<file path="src/pica_pkg.sv">
// ----------------------------------------------------------------------------
// pica_pkg
// Shared constants, request codes and controller/datapath interface types
// for the platform interrupt claim arbiter.
// ----------------------------------------------------------------------------
package pica_pkg;

    localparam int NUM_SOURCES   = 256;
    localparam int PRIORITY_BITS = 5;
    localparam int IDX_W         = $clog2(NUM_SOURCES);

    // Fixed field widths
    localparam int REQ_W = 3;
    localparam int ID_W  = 8;
    localparam int VAL_W = 5;
    localparam int THR_W = 5;

    // Request codes
    localparam logic [REQ_W-1:0] REQ_SET_PRIORITY = 3'd0;
    localparam logic [REQ_W-1:0] REQ_SET_ENABLE   = 3'd1;
    localparam logic [REQ_W-1:0] REQ_RAISE        = 3'd2;
    localparam logic [REQ_W-1:0] REQ_CLAIM        = 3'd3;
    localparam logic [REQ_W-1:0] REQ_COMPLETE     = 3'd4;

    // One entry of the source table
    typedef struct packed {
        logic [PRIORITY_BITS-1:0] prio;
        logic                     en;
        logic                     pend;
        logic                     insvc;
    } t_entry;

    // Controller to datapath commands
    typedef struct packed {
        logic             load;      // latch the request fields, clear scan results
        logic             rd_id;     // read the entry of the requested source
        logic             rd_scan;   // read entry scan_addr and evaluate it
        logic [IDX_W-1:0] scan_addr;
        logic             mod_wr;    // write back the modified requested entry
        logic             claim_wr;  // retire the winner of a claim
    } t_dp_cmd;

    // Datapath to controller status
    typedef struct packed {
        logic is_claim;
        logic do_rmw;
    } t_dp_sts;

endpackage

</file>
<file path="src/platform_interrupt_claim_arbiter.sv">
// ----------------------------------------------------------------------------
// platform_interrupt_claim_arbiter
// Single-context platform-level interrupt controller with priority, enable,
// pending and in-service state per source, claim arbitration and threshold.
// ----------------------------------------------------------------------------
// A set priority, set enable, raise or complete on a source in range reads
// the entry of that source while the request is decoded and writes it back
// in the following cycle, before the scan. Every request ends with a scan
// over source entries 1 to NUM_SOURCES-1. The scan reads the source table
// memory one entry per cycle through its single read port. A claim writes
// the winner back after the scan. A finished result waits in the last state
// while the output register is full. One transaction is in flight at a time.
// The input is ready only when the block is idle, so a new transaction starts
// only after the last result has gone to the output register. A finished
// result is held in an output register until it is taken. Write the
// threshold through i_cfg_we / i_cfg_wdata while idle. Entries never written
// read as zero through per-entry valid bits cleared by reset, so there is no
// clearing pass after reset.
// ----------------------------------------------------------------------------
module platform_interrupt_claim_arbiter
    import pica_pkg::*;
(
    input  logic             i_clk,
    input  logic             i_rst_n,
    // request channel
    input  logic             i_in_valid,
    output logic             o_in_ready,
    input  logic [REQ_W-1:0] i_req_type,
    input  logic [ID_W-1:0]  i_source_id,
    input  logic [VAL_W-1:0] i_write_value,
    // result channel
    output logic             o_out_valid,
    input  logic             i_out_ready,
    output logic [ID_W-1:0]  o_claimed_id,
    output logic             o_irq_line,
    // threshold register
    input  logic             i_cfg_we,
    input  logic [THR_W-1:0] i_cfg_wdata
);

    t_dp_cmd         cmd;
    t_dp_sts         sts;
    logic            done;
    logic            out_free;
    logic [ID_W-1:0] dp_claimed_id;
    logic            dp_irq_line;

    logic            r_out_valid;
    logic [ID_W-1:0] r_out_claimed_id;
    logic            r_out_irq_line;

    // The result register is free when empty or being drained this cycle
    assign out_free = !r_out_valid || i_out_ready;

    pica_ctrl u_ctrl (
        .i_clk      (i_clk),
        .i_rst_n    (i_rst_n),
        .i_in_valid (i_in_valid),
        .i_out_free (out_free),
        .i_sts      (sts),
        .o_in_ready (o_in_ready),
        .o_done     (done),
        .o_cmd      (cmd)
    );

    pica_dp u_dp (
        .i_clk         (i_clk),
        .i_rst_n       (i_rst_n),
        .i_cfg_we      (i_cfg_we),
        .i_cfg_wdata   (i_cfg_wdata),
        .i_req_type    (i_req_type),
        .i_source_id   (i_source_id),
        .i_write_value (i_write_value),
        .i_cmd         (cmd),
        .o_sts         (sts),
        .o_claimed_id  (dp_claimed_id),
        .o_irq_line    (dp_irq_line)
    );

    // Hold the result until the consumer takes it
    always_ff @(posedge i_clk) begin
        if (!i_rst_n) begin
            r_out_valid <= 1'b0;
        end else if (done) begin
            r_out_valid <= 1'b1;
        end else if (i_out_ready) begin
            r_out_valid <= 1'b0;
        end
    end

    always_ff @(posedge i_clk) begin
        if (done) begin
            r_out_claimed_id <= dp_claimed_id;
            r_out_irq_line   <= dp_irq_line;
        end
    end

    assign o_out_valid  = r_out_valid;
    assign o_claimed_id = r_out_claimed_id;
    assign o_irq_line   = r_out_irq_line;

    // Only a claim may grant a source
    a_grant_only_on_claim: assert property (@(posedge i_clk) disable iff (!i_rst_n)
        done && !sts.is_claim |-> dp_claimed_id == '0)
        else $error("nonzero claimed id on a non-claim request");

    // One transaction at a time: no new acceptance right after one
    a_single_in_flight: assert property (@(posedge i_clk) disable iff (!i_rst_n)
        i_in_valid && o_in_ready |=> !o_in_ready)
        else $error("input accepted twice in a row");

    // A result is never produced over one still waiting
    a_no_result_overrun: assert property (@(posedge i_clk) disable iff (!i_rst_n)
        done |-> !r_out_valid || i_out_ready)
        else $error("result register overwritten");

    // Table writes and scan reads never happen while idle
    a_no_write_when_idle: assert property (@(posedge i_clk) disable iff (!i_rst_n)
        o_in_ready |-> !cmd.mod_wr && !cmd.claim_wr && !cmd.rd_scan)
        else $error("table activity while idle");

endmodule

</file>
<file path="src/pica_dp.sv">
// ----------------------------------------------------------------------------
// pica_dp
// Datapath: source table memory, threshold register, entry update logic and
// the running winner / eligible-count tracker of the scan.
// ----------------------------------------------------------------------------
module pica_dp
    import pica_pkg::*;
(
    input  logic             i_clk,
    input  logic             i_rst_n,
    input  logic             i_cfg_we,
    input  logic [THR_W-1:0] i_cfg_wdata,
    input  logic [REQ_W-1:0] i_req_type,
    input  logic [ID_W-1:0]  i_source_id,
    input  logic [VAL_W-1:0] i_write_value,
    input  t_dp_cmd          i_cmd,
    output t_dp_sts          o_sts,
    output logic [ID_W-1:0]  o_claimed_id,
    output logic             o_irq_line
);

    t_entry           mem [NUM_SOURCES];
    logic             r_vld [NUM_SOURCES];

    logic [THR_W-1:0] r_thresh;
    logic [REQ_W-1:0] r_req;
    logic [IDX_W-1:0] r_id_addr;
    logic [VAL_W-1:0] r_val;
    logic             r_valid_src;

    t_entry           r_rd_data;
    logic             r_rd_vld;
    logic [IDX_W-1:0] r_rd_addr;
    logic             r_rd_scan;

    logic [1:0]       r_cnt;
    logic [IDX_W-1:0] r_best_addr;
    logic [PRIORITY_BITS-1:0] r_best_pri;
    t_entry           r_best_entry;

    logic             rd_en;
    logic [IDX_W-1:0] rd_addr;
    t_entry           rd_entry;
    t_entry           mod_entry;
    logic             wr_en;
    logic [IDX_W-1:0] wr_addr;
    t_entry           wr_data;
    logic             elig;
    logic             take;

    // Threshold register
    always_ff @(posedge i_clk) begin
        if (!i_rst_n) begin
            r_thresh <= '0;
        end else if (i_cfg_we) begin
            r_thresh <= i_cfg_wdata;
        end
    end

    // Request latch
    always_ff @(posedge i_clk) begin
        if (i_cmd.load) begin
            r_req       <= i_req_type;
            r_id_addr   <= IDX_W'(i_source_id);
            r_val       <= i_write_value;
            r_valid_src <= (i_source_id != '0) && (32'(i_source_id) < NUM_SOURCES);
        end
    end

    always_comb begin
        o_sts.is_claim = (r_req == REQ_CLAIM);
        o_sts.do_rmw   = r_valid_src && (r_req inside {REQ_SET_PRIORITY, REQ_SET_ENABLE,
                                                       REQ_RAISE, REQ_COMPLETE});
    end

    // Table read port
    assign rd_en   = i_cmd.rd_id || i_cmd.rd_scan;
    assign rd_addr = i_cmd.rd_id ? r_id_addr : i_cmd.scan_addr;

    always_ff @(posedge i_clk) begin
        if (rd_en) begin
            r_rd_data <= mem[rd_addr];
            r_rd_vld  <= r_vld[rd_addr];
            r_rd_addr <= rd_addr;
        end
        if (wr_en) begin
            mem[wr_addr] <= wr_data;
        end
    end

    // Entry valid bits: an entry never written reads as all zero
    always_ff @(posedge i_clk) begin
        if (!i_rst_n) begin
            for (int k = 0; k < NUM_SOURCES; k++) begin
                r_vld[k] <= 1'b0;
            end
        end else if (wr_en) begin
            r_vld[wr_addr] <= 1'b1;
        end
    end

    assign rd_entry = r_rd_vld ? r_rd_data : '0;

    // Update of the requested entry
    always_comb begin
        mod_entry = rd_entry;
        case (r_req)
            REQ_SET_PRIORITY: mod_entry.prio = PRIORITY_BITS'(r_val);
            REQ_SET_ENABLE:   mod_entry.en   = r_val[0];
            REQ_RAISE: begin
                if (!rd_entry.insvc) begin
                    mod_entry.pend = 1'b1;
                end
            end
            REQ_COMPLETE: begin
                if (rd_entry.en) begin
                    mod_entry.insvc = 1'b0;
                end
            end
            default: mod_entry = rd_entry;
        endcase
    end

    // Write port: requested entry update or claim retirement
    always_comb begin
        wr_en   = i_cmd.mod_wr || (i_cmd.claim_wr && (r_cnt != 2'd0));
        wr_addr = i_cmd.mod_wr ? r_id_addr : r_best_addr;
        wr_data = mod_entry;
        if (!i_cmd.mod_wr) begin
            wr_data       = r_best_entry;
            wr_data.pend  = 1'b0;
            wr_data.insvc = 1'b1;
        end
    end

    // Scan tracker: strict greater keeps the lowest ID on ties
    assign elig = rd_entry.en && rd_entry.pend
                  && (9'(rd_entry.prio) > 9'(r_thresh));
    assign take = elig && ((r_cnt == 2'd0) || (rd_entry.prio > r_best_pri));

    always_ff @(posedge i_clk) begin
        if (!i_rst_n) begin
            r_rd_scan <= 1'b0;
            r_cnt     <= '0;
        end else begin
            r_rd_scan <= i_cmd.rd_scan;
            if (i_cmd.load) begin
                r_cnt <= '0;
            end else if (r_rd_scan && elig && (r_cnt != 2'd2)) begin
                r_cnt <= r_cnt + 2'd1;
            end
        end
    end

    always_ff @(posedge i_clk) begin
        if (r_rd_scan && take) begin
            r_best_addr  <= r_rd_addr;
            r_best_pri   <= rd_entry.prio;
            r_best_entry <= rd_entry;
        end
    end

    // Results: after a claim the line stays up only if a second source qualified
    assign o_claimed_id = (o_sts.is_claim && (r_cnt != 2'd0)) ? ID_W'(r_best_addr) : '0;
    assign o_irq_line   = o_sts.is_claim ? (r_cnt == 2'd2) : (r_cnt != 2'd0);

endmodule

</file>
<file path="src/pica_ctrl.sv">
// ----------------------------------------------------------------------------
// pica_ctrl
// Controller: sequences request load, read-modify-write of one entry, the
// table scan, claim retirement and result hand-off.
// ----------------------------------------------------------------------------
module pica_ctrl
    import pica_pkg::*;
(
    input  logic    i_clk,
    input  logic    i_rst_n,
    input  logic    i_in_valid,
    input  logic    i_out_free,
    input  t_dp_sts i_sts,
    output logic    o_in_ready,
    output logic    o_done,
    output t_dp_cmd o_cmd
);

    localparam logic [2:0] S_IDLE  = 3'd0;
    localparam logic [2:0] S_CHK   = 3'd1;
    localparam logic [2:0] S_MOD   = 3'd2;
    localparam logic [2:0] S_SCAN  = 3'd3;
    localparam logic [2:0] S_DRAIN = 3'd4;
    localparam logic [2:0] S_CWR   = 3'd5;
    localparam logic [2:0] S_FIN   = 3'd6;

    localparam logic [IDX_W-1:0] IDX_FIRST = IDX_W'(1);
    localparam logic [IDX_W-1:0] IDX_LAST  = IDX_W'(NUM_SOURCES - 1);

    logic [2:0]       r_state, n_state;
    logic [IDX_W-1:0] r_idx, n_idx;

    always_ff @(posedge i_clk) begin
        if (!i_rst_n) begin
            r_state <= S_IDLE;
            r_idx   <= IDX_FIRST;
        end else begin
            r_state <= n_state;
            r_idx   <= n_idx;
        end
    end

    always_comb begin
        n_state         = r_state;
        n_idx           = r_idx;
        o_in_ready      = 1'b0;
        o_done          = 1'b0;
        o_cmd           = '0;
        o_cmd.scan_addr = r_idx;
        case (r_state)
            S_IDLE: begin
                o_in_ready = 1'b1;
                if (i_in_valid) begin
                    o_cmd.load = 1'b1;
                    n_idx      = IDX_FIRST;
                    n_state    = S_CHK;
                end
            end
            S_CHK: begin
                if (i_sts.do_rmw) begin
                    o_cmd.rd_id = 1'b1;
                    n_state     = S_MOD;
                end else begin
                    n_state = S_SCAN;
                end
            end
            S_MOD: begin
                o_cmd.mod_wr = 1'b1;
                n_state      = S_SCAN;
            end
            S_SCAN: begin
                o_cmd.rd_scan = 1'b1;
                if (r_idx == IDX_LAST) begin
                    n_state = S_DRAIN;
                end else begin
                    n_idx = r_idx + IDX_W'(1);
                end
            end
            S_DRAIN: begin
                n_state = i_sts.is_claim ? S_CWR : S_FIN;
            end
            S_CWR: begin
                o_cmd.claim_wr = 1'b1;
                n_state        = S_FIN;
            end
            S_FIN: begin
                if (i_out_free) begin
                    o_done  = 1'b1;
                    n_state = S_IDLE;
                end
            end
            default: n_state = S_IDLE;
        endcase
    end

endmodule

</file>
<file path="config.mk">
export PLATFORM = sky130hd
export DESIGN_NAME = platform_interrupt_claim_arbiter
export DESIGN_NICKNAME = d
export VERILOG_FILES = /design/src/pica_pkg.sv /design/src/platform_interrupt_claim_arbiter.sv /design/src/pica_dp.sv /design/src/pica_ctrl.sv
export SDC_FILE = /design/constraint.sdc
export NUM_CORES = 2
export LEC_CHECK = 0
export BUFFER_PORTS_ARGS = -buffer_cell sky130_fd_sc_hd__buf_2
export CELL_PAD_IN_SITES_DETAIL_PLACEMENT = 1
export CELL_PAD_IN_SITES_GLOBAL_PLACEMENT = 2
export CORE_MARGIN = 8
export CORE_UTILIZATION = 40
export CTS_CLUSTER_SIZE = 14
export DETAILED_ROUTE_END_ITERATION = 10
export PLACE_DENSITY = 0.8
export SYNTH_ARGS = -nofsm -noshare
export SYNTH_HDL_FRONTEND = slang
export SYNTH_SLANG_ARGS = --single-unit
</file>
<file path="constraint.sdc">
create_clock -name i_clk -period 14.87 [get_ports i_clk]
set_input_delay 2.974 -clock i_clk [delete_from_list [all_inputs] [get_ports i_clk]]
set_output_delay 2.974 -clock i_clk [all_outputs]
set_load 0.05 [all_outputs]
</file>
==> results.sh <==
export IMPL_arrival_ps=7830
export IMPL_setup_violations=0
export IMPL_cts_tree="built"
export IMPL_crit_required_ps=15470
export IMPL_rrSetupSlack_ps=7640
export IMPL_post_cts_setup_buffers=0
export IMPL_coreArea_um2=235000
export IMPL_synthTopCellsByArea="edfxtp_1 67%, dfxtp_1 5.9%, mux2i_1 4.1%"
export IMPL_synth_cell_types=86
export IMPL_cap_violations=0
export IMPL_post_dp_hpwl_mm=183
export IMPL_cts_resized=0
export IMPL_worst_ir_drop_vdd_v=0.000114
export IMPL_die_h_um=501
export IMPL_fmax_mhz=138
export IMPL_critPathMaxFanout=121
export IMPL_min_to="u_dp.r_best_addr[0]$_DFFE_PP_"
export IMPL_netlist_instances=6745
export IMPL_start_util_pct=40.1
export IMPL_yosysTopAreaCellShare_pct=67.3
export IMPL_layout_drive_gt1_share_pct=8.87
export IMPL_nNetsFinal=6734
export IMPL_portBuffers=36
export IMPL_period_needed_ps=7230
export IMPL_p_leak_nw=33.4
export IMPL_rsz0062_at_grt="false"
export IMPL_ioPinCount=37
export IMPL_cts_buffer_depth=3
export IMPL_drc_errors=0
export IMPL_hold_path_class="reg -> reg"
export IMPL_grt_pass1_vias=61101
export IMPL_clock_sinks=2381
export IMPL_die_area_um2=251000
export IMPL_num_vias=61094
export IMPL_reg2reg_depth=14
export IMPL_area_delta_synth_final_pct=11.9
export IMPL_cts_root_buffer="clkbuf_16"
export IMPL_antenna_found_initial=19
export IMPL_dr_pass1_iters=6
export IMPL_cts_made_buffers=238
export IMPL_die_w_um=501
export IMPL_yosysWarnings=0
export IMPL_avgRoutedWirePerCell_um=30.9
export IMPL_syn_area_per_cell_um2=13.9
export IMPL_holdCritStartpoint="u_dp.r_rd_addr[0]$_DFFE_PP_"
export IMPL_yosys_register_bits=2381
export IMPL_drt_iter0_markers=6876
export IMPL_cts_hold_buf=0
export IMPL_row_count=178
export IMPL_antenna_left=0
export IMPL_end_kind="flip-flop"
export IMPL_skew_ps=45.9
export IMPL_seq_area_frac_synth_pct=73.2
export IMPL_vias_per_cell=6.07
export IMPL_postSynth_asyncResetShare_pct=0
export IMPL_synth_top_cell_by_area="edfxtp_1"
export IMPL_synth_ff_type="edfxtp_1"
export IMPL_track_usage_pct=24.0
export IMPL_rr_endpoint="u_dp.r_rd_data[0]$_DFFE_PP_"
export IMPL_ctsHtreeMaxLevel=4
export IMPL_powerDensity_nw_per_um2=172
export IMPL_r2r_start="u_dp.r_req[0]$_DFFE_PP_"
export IMPL_max_slew_margin_rel_pct=8.26
export IMPL_hold_depth=0
export IMPL_synth_fp_nets=6784
export IMPL_final_max_slew_viol_count=0
export IMPL_grt_overflow_total=0
export IMPL_status="completed"
export IMPL_tns_ps=0
export IMPL_hold_viol_final=0
export IMPL_tightest_slew_ps=1370
export IMPL_routed_wl_mm=311
export IMPL_clk_pin_slew_ps=60
export IMPL_place_inst=9605
export IMPL_critPathKind="reg -> reg"
export IMPL_syn_cell_area_um2=94000
export IMPL_gp_congestion=0.853
export IMPL_finalNonFillerCells=10070
export IMPL_start_kind="flip-flop"
export IMPL_insertion_delay_ps=900
export IMPL_grt_pass1_wl_mm=443
export IMPL_grt_max_degree=151
export IMPL_timing_final_crit_share_pct=48.6
export IMPL_synth_enable_flop_cells=2105
per-stage QoR:
step	total power [W]	setup WS (ps)	hold WS [ps]	utilization [%]	area, um^2
after floorplan	0.0109	1510	400	-	94000
after global placement	0.0121	8020	401	41.5	97400
after detailed placement	0.0122	7780	409	41.6	97400
after CTS	0.0181	7700	423	44.8	105000
after global routing	0.0186	7380	432	44.8	105000
final	0.0181	7640	425	44.8	105000
report_power, final:
group	internal (W)	switching, W
Sequential	0.00796	0.0000887
Combinational	0.000959	0.00315
Clock	0.00338	0.00259
Total	0.0123	0.00583
layer usage:
layer	part of all wire, %	global-route usage (%)	vias up
met5	0.022	0	-
li1	-	-	25637
met2	46	38.3	2748
met1	41	32.3	32105
met4	4.4	9.84	10
met3	8.5	4.76	594
final cells by class:
type / count / area [um^2]
Antenna cell: 11 / 27.5
Clock buffer: 350 / 6740
Clock inverter: 104 / 966
Fill cell: 23373 / 129000
Inverter: 27 / 111
Multi-Input combinational cell: 3871 / 23300
Sequential cell: 2381 / 68700
Tap cell: 3150 / 3940
Timing Repair Buffer: 176 / 1340
worst max path at each step:
stage / from / end / slack (ps)
floorplan: u_dp.r_req[0]$_DFFE_PP_ / u_dp.mem[0][3]$_DFFE_PP_ / 1510
global placement: u_dp.r_req[0]$_DFFE_PP_ / u_dp.r_rd_data[0]$_DFFE_PP_ / 8020
detailed placement: u_dp.r_req[2]$_DFFE_PP_ / u_dp.r_rd_data[0]$_DFFE_PP_ / 7780
CTS: u_dp.r_req[0]$_DFFE_PP_ / u_dp.r_rd_data[0]$_DFFE_PP_ / 7700
global route: u_dp.r_req[0]$_DFFE_PP_ / u_dp.r_rd_data[0]$_DFFE_PP_ / 7380
finish: u_dp.r_req[0]$_DFFE_PP_ / u_dp.r_rd_data[0]$_DFFE_PP_ / 7640
worst max-delay path, stage by stage, from the launching register on:
cell and delay [ps]:
edfxtp_1 460, maj3_2 770, nor3_2 140, buf_12 260, nor2_8 670, buf_4 760, buf_4 670, buf_4 820
buf_4 790, mux2i_1 360, a32oi_1 80, and3_1 220, nand4b_1 200, o21bai_1 310, a211oi_1 150
placed cells by master (no fill, tap or decap), types with 10 or more instances in the layout:
| cell | instances |
|---|---|
| o21a_1 | 262 |
| a311oi_1 | 11 |
| o41ai_1 | 17 |
| o221ai_1 | 28 |
| a31oi_1 | 134 |
| a21oi_1 | 357 |
| clkinv_2 | 37 |
| o22ai_1 | 131 |
| nor2_1 | 303 |
| nor4_1 | 26 |
| a211oi_1 | 56 |
| o21ai_0 | 185 |
| clkinv_1 | 32 |
| ha_1 | 13 |
| a32oi_1 | 49 |
| nor3_1 | 23 |
| nor2b_1 | 12 |
| and3_1 | 81 |
| edfxtp_1 | 2105 |
| dfxtp_1 | 276 |
| mux4_2 | 27 |
| a221o_1 | 11 |
| buf_2 | 35 |
| or4_1 | 10 |
| clkbuf_8 | 28 |
| inv_1 | 24 |
| buf_4 | 132 |
| clkbuf_1 | 80 |
| bufinv_16 | 14 |
| inv_6 | 10 |
| nand2b_1 | 19 |
| mux2i_1 | 380 |
| nand4_1 | 63 |
| clkbuf_16 | 242 |
| nand2_1 | 1013 |
| diode_2 | 11 |
| and2_1 | 17 |
| nand3_1 | 352 |
| a22oi_1 | 65 |
registers in the layout, summed over array words and instances (netlist names), 2 cells and up:
| name | flops |
|---|---|
| u_dp.r_cnt | 2 |
| u_ctrl.r_idx | 8 |
| u_dp.r_vld | 256 |
| u_dp.r_val | 5 |
| u_dp.r_id_addr | 8 |
| u_dp.mem | 2048 |
| u_dp.r_thresh | 5 |
| o_claimed_id | 8 |
| u_dp.r_req | 3 |
| u_dp.r_rd_addr | 8 |
| u_dp.r_best_pri | 5 |
| u_dp.r_best_addr | 8 |
| u_ctrl.r_state | 3 |
| u_dp.r_rd_data | 8 |
cell usage after synthesis (all sizes together) (7+ instances only):
cell type  count
edfxtp      2105
nand2       1022
mux2i        386
a21oi        361
nand3        352
nor2         308
buf          279
dfxtp        276
o21a         264
o21ai        201
clkbuf       187
a31oi        136
o22ai        131
and3          81
a22oi         65
nand4         63
a211oi        57
a32oi         49
nor4          31
o221ai        28
mux4          27
inv           26
nor3          24
nand2b        19
and2          18
o41ai         17
ha            13
a31o          12
nor2b         12
a221o         11
a311oi        11
or4           10
a2bb2oi        8
nor4b          8
o2111ai        8
o211ai         8
o311ai         8
a221oi         7
o31a           7
or3            7
cells by family after synthesis:
family / count (synthesis) / share of synthesized area (%)
flip-flops: 2381 / 73.2
multiplexers: 417 / 4.82
XOR/XNOR: 6 / 0.0559
adder cells (fa/ha/maj): 14 / 0.185
AND/OR/NAND/NOR: 1984 / 9.29
buffers and inverters: 493 / 2.42
AO/OA/AOI/OAI: 1450 / 10.1
Note: power is estimated with default switching activity, not from simulation.
